$ cat src/sv/betd_pkg.sv
// package: constants, types and helpers for the block energy tone detector
`default_nettype none
package betd_pkg;
  localparam int SAMPLE_BITS_DEF   = 16;
  localparam int MAX_BLOCK_LEN_DEF = 4096;
  localparam int CFG_W   = 32;
  localparam int IDX_W   = 3;
  localparam int LEN_W   = 13;
  localparam int RUN_W   = 16;
  localparam int SUM_W   = 48;
  localparam int SM_W    = 32;
  localparam logic [16:0] COEF_KEEP = 17'd45875;
  localparam logic [16:0] COEF_NEW  = 17'd19661;
  localparam logic [RUN_W-1:0] RUN_MAX = '1;

  localparam logic [IDX_W-1:0] REG_BLOCK_LEN = 3'd0;
  localparam logic [IDX_W-1:0] REG_THRESHOLD = 3'd1;
  localparam logic [IDX_W-1:0] REG_RATIO     = 3'd2;
  localparam logic [IDX_W-1:0] REG_HIT       = 3'd3;
  localparam logic [IDX_W-1:0] REG_MISS      = 3'd4;
  localparam logic [IDX_W-1:0] REG_RCHECK    = 3'd5;
  localparam logic [IDX_W-1:0] REG_WEAK      = 3'd6;

  localparam logic CMD_CLEAR = 1'b1;

  typedef struct packed {
    logic       cmd;
    logic [15:0] sample;
    logic [15:0] filtered;
    logic       batch_end;
  } in_item_t;

  typedef struct packed {
    logic detected;
    logic block_done;
    logic batch_answer;
  } out_item_t;
endpackage
`default_nettype wire

$ cat src/sv/betd_if.sv
// valid/ready channel interface
`default_nettype none
interface betd_if #(parameter type T = logic) ();
  logic valid;
  logic ready;
  T     data;
  modport source (output valid, output data, input ready);
  modport sink   (input valid, input data, output ready);
endinterface
`default_nettype wire

$ cat src/sv/block_energy_tone_detector_top.sv
// top level of the block energy tone detector
`default_nettype none
// Tone detector on block energies. Each input transfer carries a raw sample and
// its band-filtered value (both signed Q1.15); the squares are summed over
// block_len samples (0 acts as 1, values above MAX_BLOCK_LEN are clamped). A
// sample that does not close a block is answered through S_ACC and S_OUT. A
// block-closing sample runs two bit-serial divides on one shared divider
// and then steps one shared 48-bit multiply-add and compare unit through the
// smoother updates and the ratio tests. One item at a time; the input is not
// ready while an item is at work or its result waits. cmd=1 clears all
// running state and answers all zeros. No clearing pass.
module block_energy_tone_detector_top #(
  parameter int MAX_BLOCK_LEN = betd_pkg::MAX_BLOCK_LEN_DEF
) (
  input  wire logic                          clk,
  input  wire logic                          rst,
  betd_if.sink                               in_ch,
  betd_if.source                             out_ch,
  input  wire logic                          cfg_we,
  input  wire logic [betd_pkg::IDX_W-1:0]    cfg_index,
  input  wire logic [betd_pkg::CFG_W-1:0]    cfg_data
);
  import betd_pkg::*;

  // sample width is fixed by the transfer format
  localparam int SAMPLE_BITS = SAMPLE_BITS_DEF;
  localparam int SQ_W = 2 * SAMPLE_BITS;

  // configuration registers
  logic [LEN_W-1:0] block_len;
  logic [31:0]      energy_threshold;
  logic [15:0]      energy_ratio;
  logic [RUN_W-1:0] hit_blocks, miss_blocks;
  logic             ratio_check, weak_arm_enable;

  always_ff @(posedge clk) begin
    if (rst) begin
      block_len <= LEN_W'(160); energy_threshold <= '0; energy_ratio <= 16'd256;
      hit_blocks <= 16'd1; miss_blocks <= 16'd1; ratio_check <= 1'b0;
      weak_arm_enable <= 1'b1;
    end else if (cfg_we) begin
      case (cfg_index)
        REG_BLOCK_LEN: block_len        <= cfg_data[LEN_W-1:0];
        REG_THRESHOLD: energy_threshold <= cfg_data[31:0];
        REG_RATIO:     energy_ratio     <= cfg_data[15:0];
        REG_HIT:       hit_blocks       <= cfg_data[15:0];
        REG_MISS:      miss_blocks      <= cfg_data[15:0];
        REG_RCHECK:    ratio_check      <= cfg_data[0];
        REG_WEAK:      weak_arm_enable  <= cfg_data[0];
        default: ;
      endcase
    end
  end

  // effective block length, clamped
  logic [16:0] len_eff;
  always_comb begin
    if (block_len == '0) len_eff = 17'd1;
    else if (17'(block_len) > 17'(MAX_BLOCK_LEN)) len_eff = 17'(MAX_BLOCK_LEN);
    else len_eff = 17'(block_len);
  end

  typedef enum logic [9:0] {
    S_IDLE  = 10'b0000000001,
    S_ACC   = 10'b0000000010,
    S_DIVI  = 10'b0000000100,
    S_DIVO  = 10'b0000001000,
    S_SMI   = 10'b0000010000,
    S_SMO   = 10'b0000100000,
    S_CMP1  = 10'b0001000000,
    S_CMP2  = 10'b0010000000,
    S_SCORE = 10'b0100000000,
    S_OUT   = 10'b1000000000
  } state_t;
  state_t state;

  // running state
  logic [SUM_W-1:0] input_energy_sum, output_energy_sum;
  logic [SM_W-1:0]  input_smoother, output_smoother;
  logic [16:0]      samples_in_block;
  logic [RUN_W-1:0] hit_run, miss_run;
  logic             tone_present;

  in_item_t  item;
  out_item_t res;
  logic [SUM_W-1:0] mean_in, mean_out;
  logic [1:0]       sub;          // multiply-add sub-step
  logic [SUM_W+1:0] acc;          // shared unit accumulator
  logic             strong_ok, weak_ok;

  // squares of the two samples
  function automatic logic [SQ_W-1:0] sq(input logic [15:0] raw);
    logic [SAMPLE_BITS-1:0] v;
    logic [SAMPLE_BITS-1:0] mag;
    begin
      v   = raw[SAMPLE_BITS-1:0];
      mag = v[SAMPLE_BITS-1] ? (~v + 1'b1) : v;
      // most negative value: its magnitude is 2^(n-1), exact in n bits unsigned
      sq  = SQ_W'(mag) * SQ_W'(mag);
    end
  endfunction

  // shared divider
  logic             div_start, div_busy;
  logic [SUM_W-1:0] div_num, div_quo;
  betd_div #(.NUM_W(SUM_W), .DEN_W(17)) u_div (
    .clk(clk), .rst(rst), .start(div_start), .num(div_num),
    .den(samples_in_block), .busy(div_busy), .quo(div_quo)
  );

  // shared multiply-add operand selection: one 17 x 48 product per cycle
  logic [16:0]      mul_a;
  logic [SUM_W-1:0] mul_b;
  logic [SUM_W+16:0] prod;
  always_comb begin
    mul_a = '0; mul_b = '0;
    case (state)
      S_SMI: begin
        mul_a = (sub == 2'd0) ? COEF_KEEP : COEF_NEW;
        mul_b = (sub == 2'd0) ? SUM_W'(input_smoother) : mean_in;
      end
      S_SMO: begin
        mul_a = (sub == 2'd0) ? COEF_KEEP : COEF_NEW;
        mul_b = (sub == 2'd0) ? SUM_W'(output_smoother) : mean_out;
      end
      S_CMP1: begin
        mul_a = (sub == 2'd0) ? 17'd256 : {1'b0, energy_ratio};
        mul_b = SUM_W'((sub == 2'd0) ? output_smoother : input_smoother);
      end
      S_CMP2: begin
        mul_a = (sub == 2'd0) ? 17'd20 : 17'd17;
        mul_b = SUM_W'((sub == 2'd0) ? output_smoother : input_smoother);
      end
      default: ;
    endcase
    prod = (SUM_W+17)'(mul_a) * (SUM_W+17)'(mul_b);
  end

  logic hit_now;
  logic [RUN_W-1:0] hit_inc, miss_inc;
  assign hit_inc  = (hit_run  == RUN_MAX) ? hit_run  : hit_run  + 1'b1;
  assign miss_inc = (miss_run == RUN_MAX) ? miss_run : miss_run + 1'b1;

  assign in_ch.ready = (state == S_IDLE);
  assign out_ch.valid = (state == S_OUT);
  assign out_ch.data  = res;
  assign div_start = ((state == S_DIVI) || (state == S_DIVO)) && (sub == 2'd0);
  assign div_num   = (state == S_DIVI) ? input_energy_sum : output_energy_sum;
  assign hit_now = 1'b0;

  always_ff @(posedge clk) begin
    if (rst) begin
      state <= S_IDLE;
      input_energy_sum <= '0; output_energy_sum <= '0;
      input_smoother <= '0; output_smoother <= '0;
      samples_in_block <= '0; hit_run <= '0; miss_run <= '0;
      tone_present <= 1'b0; sub <= '0;
    end else begin
      case (state)
        S_IDLE: if (in_ch.valid) begin
          item  <= in_ch.data;
          state <= S_ACC;
        end
        S_ACC: begin
          if (item.cmd == CMD_CLEAR) begin
            input_energy_sum <= '0; output_energy_sum <= '0;
            input_smoother <= '0; output_smoother <= '0;
            samples_in_block <= '0; hit_run <= '0; miss_run <= '0;
            tone_present <= 1'b0;
            res   <= '0;
            state <= S_OUT;
          end else begin
            input_energy_sum  <= input_energy_sum  + SUM_W'(sq(item.sample));
            output_energy_sum <= output_energy_sum + SUM_W'(sq(item.filtered));
            samples_in_block  <= samples_in_block + 1'b1;
            if (samples_in_block + 1'b1 >= len_eff) begin
              sub   <= 2'd0;
              state <= S_DIVI;
            end else begin
              res   <= '{detected: tone_present, block_done: 1'b0,
                         batch_answer: item.batch_end};
              state <= S_OUT;
            end
          end
        end
        S_DIVI, S_DIVO: begin
          if (sub == 2'd0) sub <= 2'd1;
          else if (!div_busy) begin
            sub <= 2'd0;
            if (state == S_DIVI) begin
              mean_in <= div_quo; state <= S_DIVO;
            end else begin
              mean_out <= div_quo; acc <= '0; state <= S_SMI;
            end
          end
        end
        S_SMI, S_SMO: begin
          // acc = keep*s + new*mean, then round and shift
          if (sub == 2'd0) begin
            acc <= prod[SUM_W+1:0] + (SUM_W+2)'(32768); sub <= 2'd1;
          end else begin
            if (state == S_SMI) begin
              input_smoother <= SM_W'((acc + prod[SUM_W+1:0]) >> 16);
              state <= S_SMO;
            end else begin
              output_smoother <= SM_W'((acc + prod[SUM_W+1:0]) >> 16);
              state <= S_CMP1;
            end
            sub <= 2'd0;
          end
        end
        S_CMP1, S_CMP2: begin
          if (sub == 2'd0) begin
            acc <= prod[SUM_W+1:0]; sub <= 2'd1;
          end else begin
            if (state == S_CMP1) begin
              strong_ok <= acc > prod[SUM_W+1:0]; state <= S_CMP2;
            end else begin
              weak_ok <= acc > prod[SUM_W+1:0]; state <= S_SCORE;
            end
            sub <= 2'd0;
          end
        end
        S_SCORE: begin
          logic tp;
          logic [RUN_W-1:0] hr, mr;
          tp = tone_present; hr = hit_run; mr = miss_run;
          if (mean_out >= SUM_W'(energy_threshold)) begin
            if (!ratio_check || strong_ok) begin
              hr = hit_inc; mr = '0;
            end else begin
              mr = miss_inc;
              if (mr >= miss_blocks) begin hr = '0; tp = 1'b0; end
            end
            if (hr >= hit_blocks) tp = 1'b1;
          end else if (weak_arm_enable && ratio_check &&
                       {mean_out, 1'b0} >= (SUM_W+1)'(energy_threshold) && weak_ok) begin
            hr = hit_inc; mr = '0;
            if (hr >= hit_blocks) tp = 1'b1;
          end else begin
            mr = miss_inc;
            if (mr >= miss_blocks) begin hr = '0; tp = 1'b0; end
          end
          tone_present <= tp | hit_now; hit_run <= hr; miss_run <= mr;
          samples_in_block <= '0;
          input_energy_sum <= '0; output_energy_sum <= '0;
          res   <= '{detected: tp, block_done: 1'b1, batch_answer: item.batch_end};
          state <= S_OUT;
        end
        S_OUT: if (out_ch.ready) state <= S_IDLE;
        default: state <= S_IDLE;
      endcase
    end
  end
endmodule
`default_nettype wire

$ cat src/sv/betd_div.sv
// restoring divider, one quotient bit per cycle
`default_nettype none
module betd_div #(
  parameter int NUM_W = 48,
  parameter int DEN_W = 17
) (
  input  wire logic             clk,
  input  wire logic             rst,
  input  wire logic             start,
  input  wire logic [NUM_W-1:0] num,
  input  wire logic [DEN_W-1:0] den,
  output logic                  busy,
  output logic [NUM_W-1:0]      quo
);
  localparam int CNT_W = $clog2(NUM_W + 1);
  logic [DEN_W-1:0] rem;
  logic [DEN_W-1:0] dreg;
  logic [CNT_W-1:0] cnt;
  logic [DEN_W:0]   trial;
  assign trial = {rem, quo[NUM_W-1]} - {1'b0, dreg};

  always_ff @(posedge clk) begin
    if (rst) begin
      busy <= 1'b0;
      cnt  <= '0;
    end else if (start) begin
      busy <= 1'b1;
      cnt  <= CNT_W'(NUM_W);
      quo  <= num;
      rem  <= '0;
      dreg <= den;
    end else if (busy) begin
      if (!trial[DEN_W]) begin
        rem <= trial[DEN_W-1:0];
        quo <= {quo[NUM_W-2:0], 1'b1};
      end else begin
        rem <= {rem[DEN_W-2:0], quo[NUM_W-1]};
        quo <= {quo[NUM_W-2:0], 1'b0};
      end
      cnt <= cnt - 1'b1;
      if (cnt == CNT_W'(1)) busy <= 1'b0;
    end
  end
endmodule
`default_nettype wire
$ cat src/flat_wrapper.sv
// flat-port wrapper written by rule: the top's interface ports become plain ports
module block_energy_tone_detector_top_flat import betd_pkg::*;
#(
  parameter int MAX_BLOCK_LEN = betd_pkg::MAX_BLOCK_LEN_DEF
)
  (clk, rst, cfg_we, cfg_index, cfg_data, in_ch_valid, in_ch_data, in_ch_ready, out_ch_valid, out_ch_data, out_ch_ready);
  betd_if in_ch_i ();
  betd_if out_ch_i ();
  input  wire logic clk;
  input  wire logic rst;
  input  wire logic cfg_we;
  input  wire logic [betd_pkg::IDX_W-1:0] cfg_index;
  input  wire logic [betd_pkg::CFG_W-1:0] cfg_data;
  input wire logic [$bits(in_ch_i.valid)-1:0] in_ch_valid;
  input wire logic [$bits(in_ch_i.data)-1:0] in_ch_data;
  output wire logic [$bits(in_ch_i.ready)-1:0] in_ch_ready;
  output wire logic [$bits(out_ch_i.valid)-1:0] out_ch_valid;
  output wire logic [$bits(out_ch_i.data)-1:0] out_ch_data;
  input wire logic [$bits(out_ch_i.ready)-1:0] out_ch_ready;
  assign in_ch_i.valid = in_ch_valid;
  assign in_ch_i.data = in_ch_data;
  assign in_ch_ready = in_ch_i.ready;
  assign out_ch_valid = out_ch_i.valid;
  assign out_ch_data = out_ch_i.data;
  assign out_ch_i.ready = out_ch_ready;
  block_energy_tone_detector_top #(.MAX_BLOCK_LEN(MAX_BLOCK_LEN)) u_core (.clk(clk), .rst(rst), .in_ch(in_ch_i), .out_ch(out_ch_i), .cfg_we(cfg_we), .cfg_index(cfg_index), .cfg_data(cfg_data));
endmodule
$ cat config.mk
export PLATFORM = sky130hd
export DESIGN_NAME = block_energy_tone_detector_top_flat
export DESIGN_NICKNAME = d
export VERILOG_FILES = /design/src/sv/betd_pkg.sv /design/src/sv/betd_if.sv /design/src/sv/block_energy_tone_detector_top.sv /design/src/sv/betd_div.sv /design/src/flat_wrapper.sv
export SDC_FILE = /design/constraint.sdc
export NUM_CORES = 1
export LEC_CHECK = 0
export BUFFER_PORTS_ARGS = -buffer_cell sky130_fd_sc_hd__clkbuf_2
export CAP_MARGIN = 20
export CORE_MARGIN = 2
export CORE_UTILIZATION = 65
export DETAILED_ROUTE_END_ITERATION = 7
export PLACE_DENSITY = 0.84
export SYNTH_ARGS = -nofsm -noshare
export SYNTH_HDL_FRONTEND = slang
export SYNTH_HIERARCHICAL = 1
export SYNTH_SLANG_ARGS = --single-unit
$ cat constraint.sdc
create_clock -name clk -period 8.1 [get_ports clk]
set_input_delay 1.62 -clock clk [delete_from_list [all_inputs] [get_ports clk]]
set_output_delay 1.62 -clock clk [all_outputs]
set_load 0.1 [all_outputs]
# [After elaboration in Yosys (flattened, before gate mapping)]
# Cells that the tools add are included.
[totals] register_bits=51 latch_bits=0 ramBits=0 mem_bits_ro=0 inputBits=41 out_inout_bits=3 word_cells=78 memories=0
[op_classes] n_addsub=2 mul=0 div_mod_pow=0 n_lt_le_gt_ge=2 n_eq_ne=20 shift=0 muxes=26 n_bitwise=1 n_reduce_logical=18
[op_table] cell="two-way mux 10 bit" count=7
[op_table] cell="case mux 10 bit (7 select lines)" count=1
[op_table] cell="case mux 17 bit (2 select lines)" count=1
[op_table] cell="adder 17 x 1 -> 17 bit, second input constant" count=1
[op_table] cell=">= comparator 17 bit" count=1
[op_table] cell="two-way mux 17 bit" count=1
[op_table] cell="greater-than comparator 13 bit, second input constant" count=1
[op_table] cell="logical NOT 13 bit" count=1
[op_table] cell="two-way mux 13 bit" count=1
[op_table] cell="two-way mux 6 bit" count=2
[op_table] cell="!= test 2 bit, second input constant" count=6
[op_table] cell="== test 10 x 1 -> 1 bit, second input constant" count=1
[op_table] cell="== test 10 bit, second input constant" count=1
[op_table] cell="== test 10 x 2 -> 1 bit, second input constant" count=1
[op_table] cell="== test 10 x 3 -> 1 bit, second input constant" count=1
[op_table] cell="== test 10 x 4 -> 1 bit, second input constant" count=1
[op_table] cell="== test 10 x 5 -> 1 bit, second input constant" count=1
[op_table] cell="== test 10 x 6 -> 1 bit, second input constant" count=1
[op_table] cell="== test 10 x 7 -> 1 bit, second input constant" count=1
[op_table] cell="== test 10 x 8 -> 1 bit, second input constant" count=1
[op_table] cell="== test 10 x 9 -> 1 bit, second input constant" count=1
[op_table] cell="two-way mux 9 bit" count=1
[op_table] cell="AND reduction 3 bit" count=3
[op_table] cell="OR reduction 2 bit" count=4
[op_table] cell="other kinds (20)" count=28

# [Logic depth before layout (Yosys ltp)]
[depth] depth_word=6 depth_mapped=12 mapped_depth_nobuf=12

# [Modules after synthesis]
# The synthesis kept the hierarchy.
[modules_own_cells] module="betd_div" instances=1 cells_per_inst=372 area_per_inst_um2=4619.4 seq_area_each_um2=2602.5
[modules_own_cells] module="block_energy_tone_detector_top" instances=1 cells_per_inst=324 area_per_inst_um2=2601.2 seq_area_each_um2=880.8

# [Worst setup path after synthesis]
# OpenSTA, ideal clock, no wires.
[synth_timing] path_type="input port to flip-flop" start="input rst" end="register u_core.u_div.busy" setup_time_ns=0.070 t_arrival_ns=5.000 required_ns=8.030 slack_ns=3.030 cell_stages=3 path_buffers=1 cell_sequence="clkbuf_1 -> nor2_1 -> o41a_1"
[synth_lines] element="from (decl)" line_no="flat_wrapper.sv:10" source="input wire logic rst;"
[synth_lines] element="to (signal assigned)" line_no="betd_div.sv:24" source="busy <= 1'b0;"
[synth_lines] element="to (signal assigned)" line_no="betd_div.sv:27" source="busy <= 1'b1;"
[synth_lines] element="to (signal assigned)" line_no="betd_div.sv:41" source="if (cnt == CNT_W'(1)) busy <= 1'b0;"
[synth_lines] element="to (decl)" line_no="betd_div.sv:12" source="output logic busy,"

# [Worst setup path in the final report]
[layout_timing] start="register u_core.state[4]" end="output in_ch_ready"
[layout_between] elab_chain_len=1
[layout_rtl] element="from (decl)" line_no="block_energy_tone_detector_top.sv:75" source="state_t state;"
[layout_rtl] element="from (signal assigned)" line_no="block_energy_tone_detector_top.sv:153" source="state <= S_IDLE;"
[layout_rtl] element="from (signal assigned)" line_no="block_energy_tone_detector_top.sv:162" source="state <= S_ACC;"
[layout_rtl] element="from (signal assigned)" line_no="block_energy_tone_detector_top.sv:171" source="state <= S_OUT;"
[layout_rtl] element="== test 10 x 1 -> 1 bit" line_no="block_energy_tone_detector_top.sv:144" source="assign in_ch.ready = (state == S_IDLE);"
[layout_rtl] element="to (decl)" line_no="flat_wrapper.sv:16" source="output wire logic [$bits(in_ch_i.ready)-1:0] in_ch_ready;"
# No other way between the ends.

==> results by group <==
Status
  • Status: complete, no violations

CTS
  • Clock Latency Late Sink: 0.31 ns
  • Max Buffers Root-to-Sink: 2
  • Post-CTS setup buffer count: 0
  • Root Driver: clkbuf_8
  • Hold Buf Count CTS: 0
  • CTS tree: done
  • Total CTS buffers: 5
  • Deepest level of the CTS H-tree: 2
  • # clock sinks: 50
  • CTS clk-pin slew, worst paths: 0.09 ns
  • Post-CTS Resized: 0

Power and ir drop
  • Power Density: 157.5 nW/um2
  • Sequential power share: 51.9%
  • Clock Power Share: 36.7%
  • Post-route total power: 494.6 uW
  • Combinational share of power: 11.4%
  • Switching Share: 25.02%
  • Switching pwr: 123.8 uW
  • Int Pwr: 370.8 uW
  • Maximum VDD drop: 0.0001064 V
  • Lkg Pwr: 0.001248 uW

STA
  • Fin. Hold Viols: 0
  • Fin crit share: 46.06%
  • RSZ-0062 raised after global routing: false
  • Max-Slew Margin vs Limit: 39.03%
  • Setup TNS: 0 ns
  • Max Slew Vio Count: 0
  • Final setup violation count: 0
  • Slew @ Worst Pin: 0.9145 ns
  • Fmax: 268.0 MHz
  • Tmin final: 3.731 ns
  • Worst Skew: 0.01055 ns

Worst setup path
  • Crit end category: output port
  • Worst Setup SP: u_core/state[4]$_SDFFE_PP0P_
  • Crit path arrival time: 2.11 ns
  • FF-to-FF setup slack: 4.65 ns
  • Critical Path Start Type: flop
  • CP max FO: 7
  • Worst R2R Start: u_core/samples_in_block[0]$_SDFFE_PP0P_
  • Worst setup path class: flop to output port
  • Critical Path RT: 6.48 ns

Yosys
  • Post-Syn Nets: 419
  • Post-Syn Area per Cell: 8.081 um2
  • Gate Count Post-Synth: 362
  • Synth warn: 6
  • Mapped Area: 2925 um2

Route
  • Drt first pass iters: 5
  • Drt total wl: 6041 um
  • Initial DRC Count: 145
  • DRC: 0
  • Post-DRT Antenna Nets: 0
  • Vias per cell: 5.963
  • DR WL/cell: 14.08 um
  • Vias post-DR: 2558

Floorplan
  • Die width: 71.09 um
  • Die Ht: 71.09 um
  • Die ar.: 5053 um2
  • Core outline area: 4354 um2
  • Placement row count: 24
  • # IOs: 44
  • Starting Density: 67.18%

Finish
  • Fill cells: 342
  • Final core utilization: 72.10%
  • Share of cells above drive strength 1: 13.26%
  • Commonest non-fill, non-tap cell in the layout: nand2_1
  • Most frequent cells in the layout: nand2_1, dfxtp_1, nor2_1
  • Final Instance Area: 3139 um2
  • # nets final: 433
  • Antenna Cells: 0
  • Area Growth Syn to Fin: 7.314%

Global route
  • Total gr overflow: 0
  • GRT Total Usage: 25.54%
  • Largest net degree at the start of global routing: 46
  • GR Util met3: 5.271%
  • Met1 Track Usage GR: 33.39%
  • Global-route wire length before repair: 10490 um
  • GRT Max-Usage Layer: met2
  • Vias in the first global route: 2402
  • Initial antenna violation count: 0
  • Met2 usage: 42.37%

Run
  • Max cap viols: 0

Place
  • Cell area after placement: 3015 um2
  • Detailed Place HPWL: 4277 um
  • Port bufs: 24
  • Final estimated routing congestion in global placement: 0.8087

Min path
  • Hold/Removal Path Class: flop to flop
  • Min-delay src: u_core/item[0]$_DFFE_PP_
path summary, 6_finish.rpt:
| kind | cells past startpoint | end |
|---|---|---|
| setup / recovery | 4 | in_ch_ready |
| hold / removal | 0 | u_core/out_ch.data$_DFFE_PP_ |
| setup reg to reg | 12 | u_core/out_ch.data$_DFFE_PP_ |
| hold reg to reg | 0 | u_core/out_ch.data$_DFFE_PP_ |
final cells by class:
cell class,instances,area (um2),share of cell area (%)
multi-input combinational,282,1764,56.20
sequential,50,1021,32.52
timing repair buffer,25,127.6,4.065
clock buffer,7,86.33,2.750
tap,52,65.06,2.073
inverter,12,45.04,1.435
clock inverter,1,30.03,0.9566
per-stage QoR:
stage | instances | worst slack (ns) | hold slack, ns
CTS | 428 | 4.410 | 0.4331
finish | 429 | 4.369 | 0.4301
global route | 429 | 4.226 | 0.4492
detailed placement | 420 | 4.624 | 0.4107
floorplan | 362 | 4.257 | 0.4003
global placement | 420 | 4.650 | 0.4082
registers in the layout (all words and copies together), names as in the netlist:
name,flops
u_core/u_div/cnt,6
u_core/samples_in_block,17
u_core/block_len,13
u_core/state,10
u_core/item,1
u_core/out_ch.data,1
u_core/u_div/busy,1
u_core/sub,1
worst max-delay path: stages, from the launching register on:
cell	delay [ns]
dfxtp_1	0.37
nor4_1	0.51
nand2_1	0.23
nor2_1	0.21
clkbuf_2	0.48
power by group through the flow:
| stage | combinational [uW] | sequential, uW | clock (uW) |
|---|---|---|---|
| finish | 56.2 | 257 | 182 |
| global route | 61.8 | 258 | 195 |
| CTS | 55.2 | 257 | 185 |
| detailed placement | 54.9 | 262 | 0 |
| global placement | 53.4 | 262 | 0 |
| floorplan | 41.8 | 262 | 0 |
layer usage:
metal | vias up | wire length, um
met2 | 47 | 2849
met4 | 0 | 85
met5 | - | 0
met3 | 10 | 224
met1 | 1186 | 2881
li1 | 1315 | -
(Power assumes the default switching activity.)
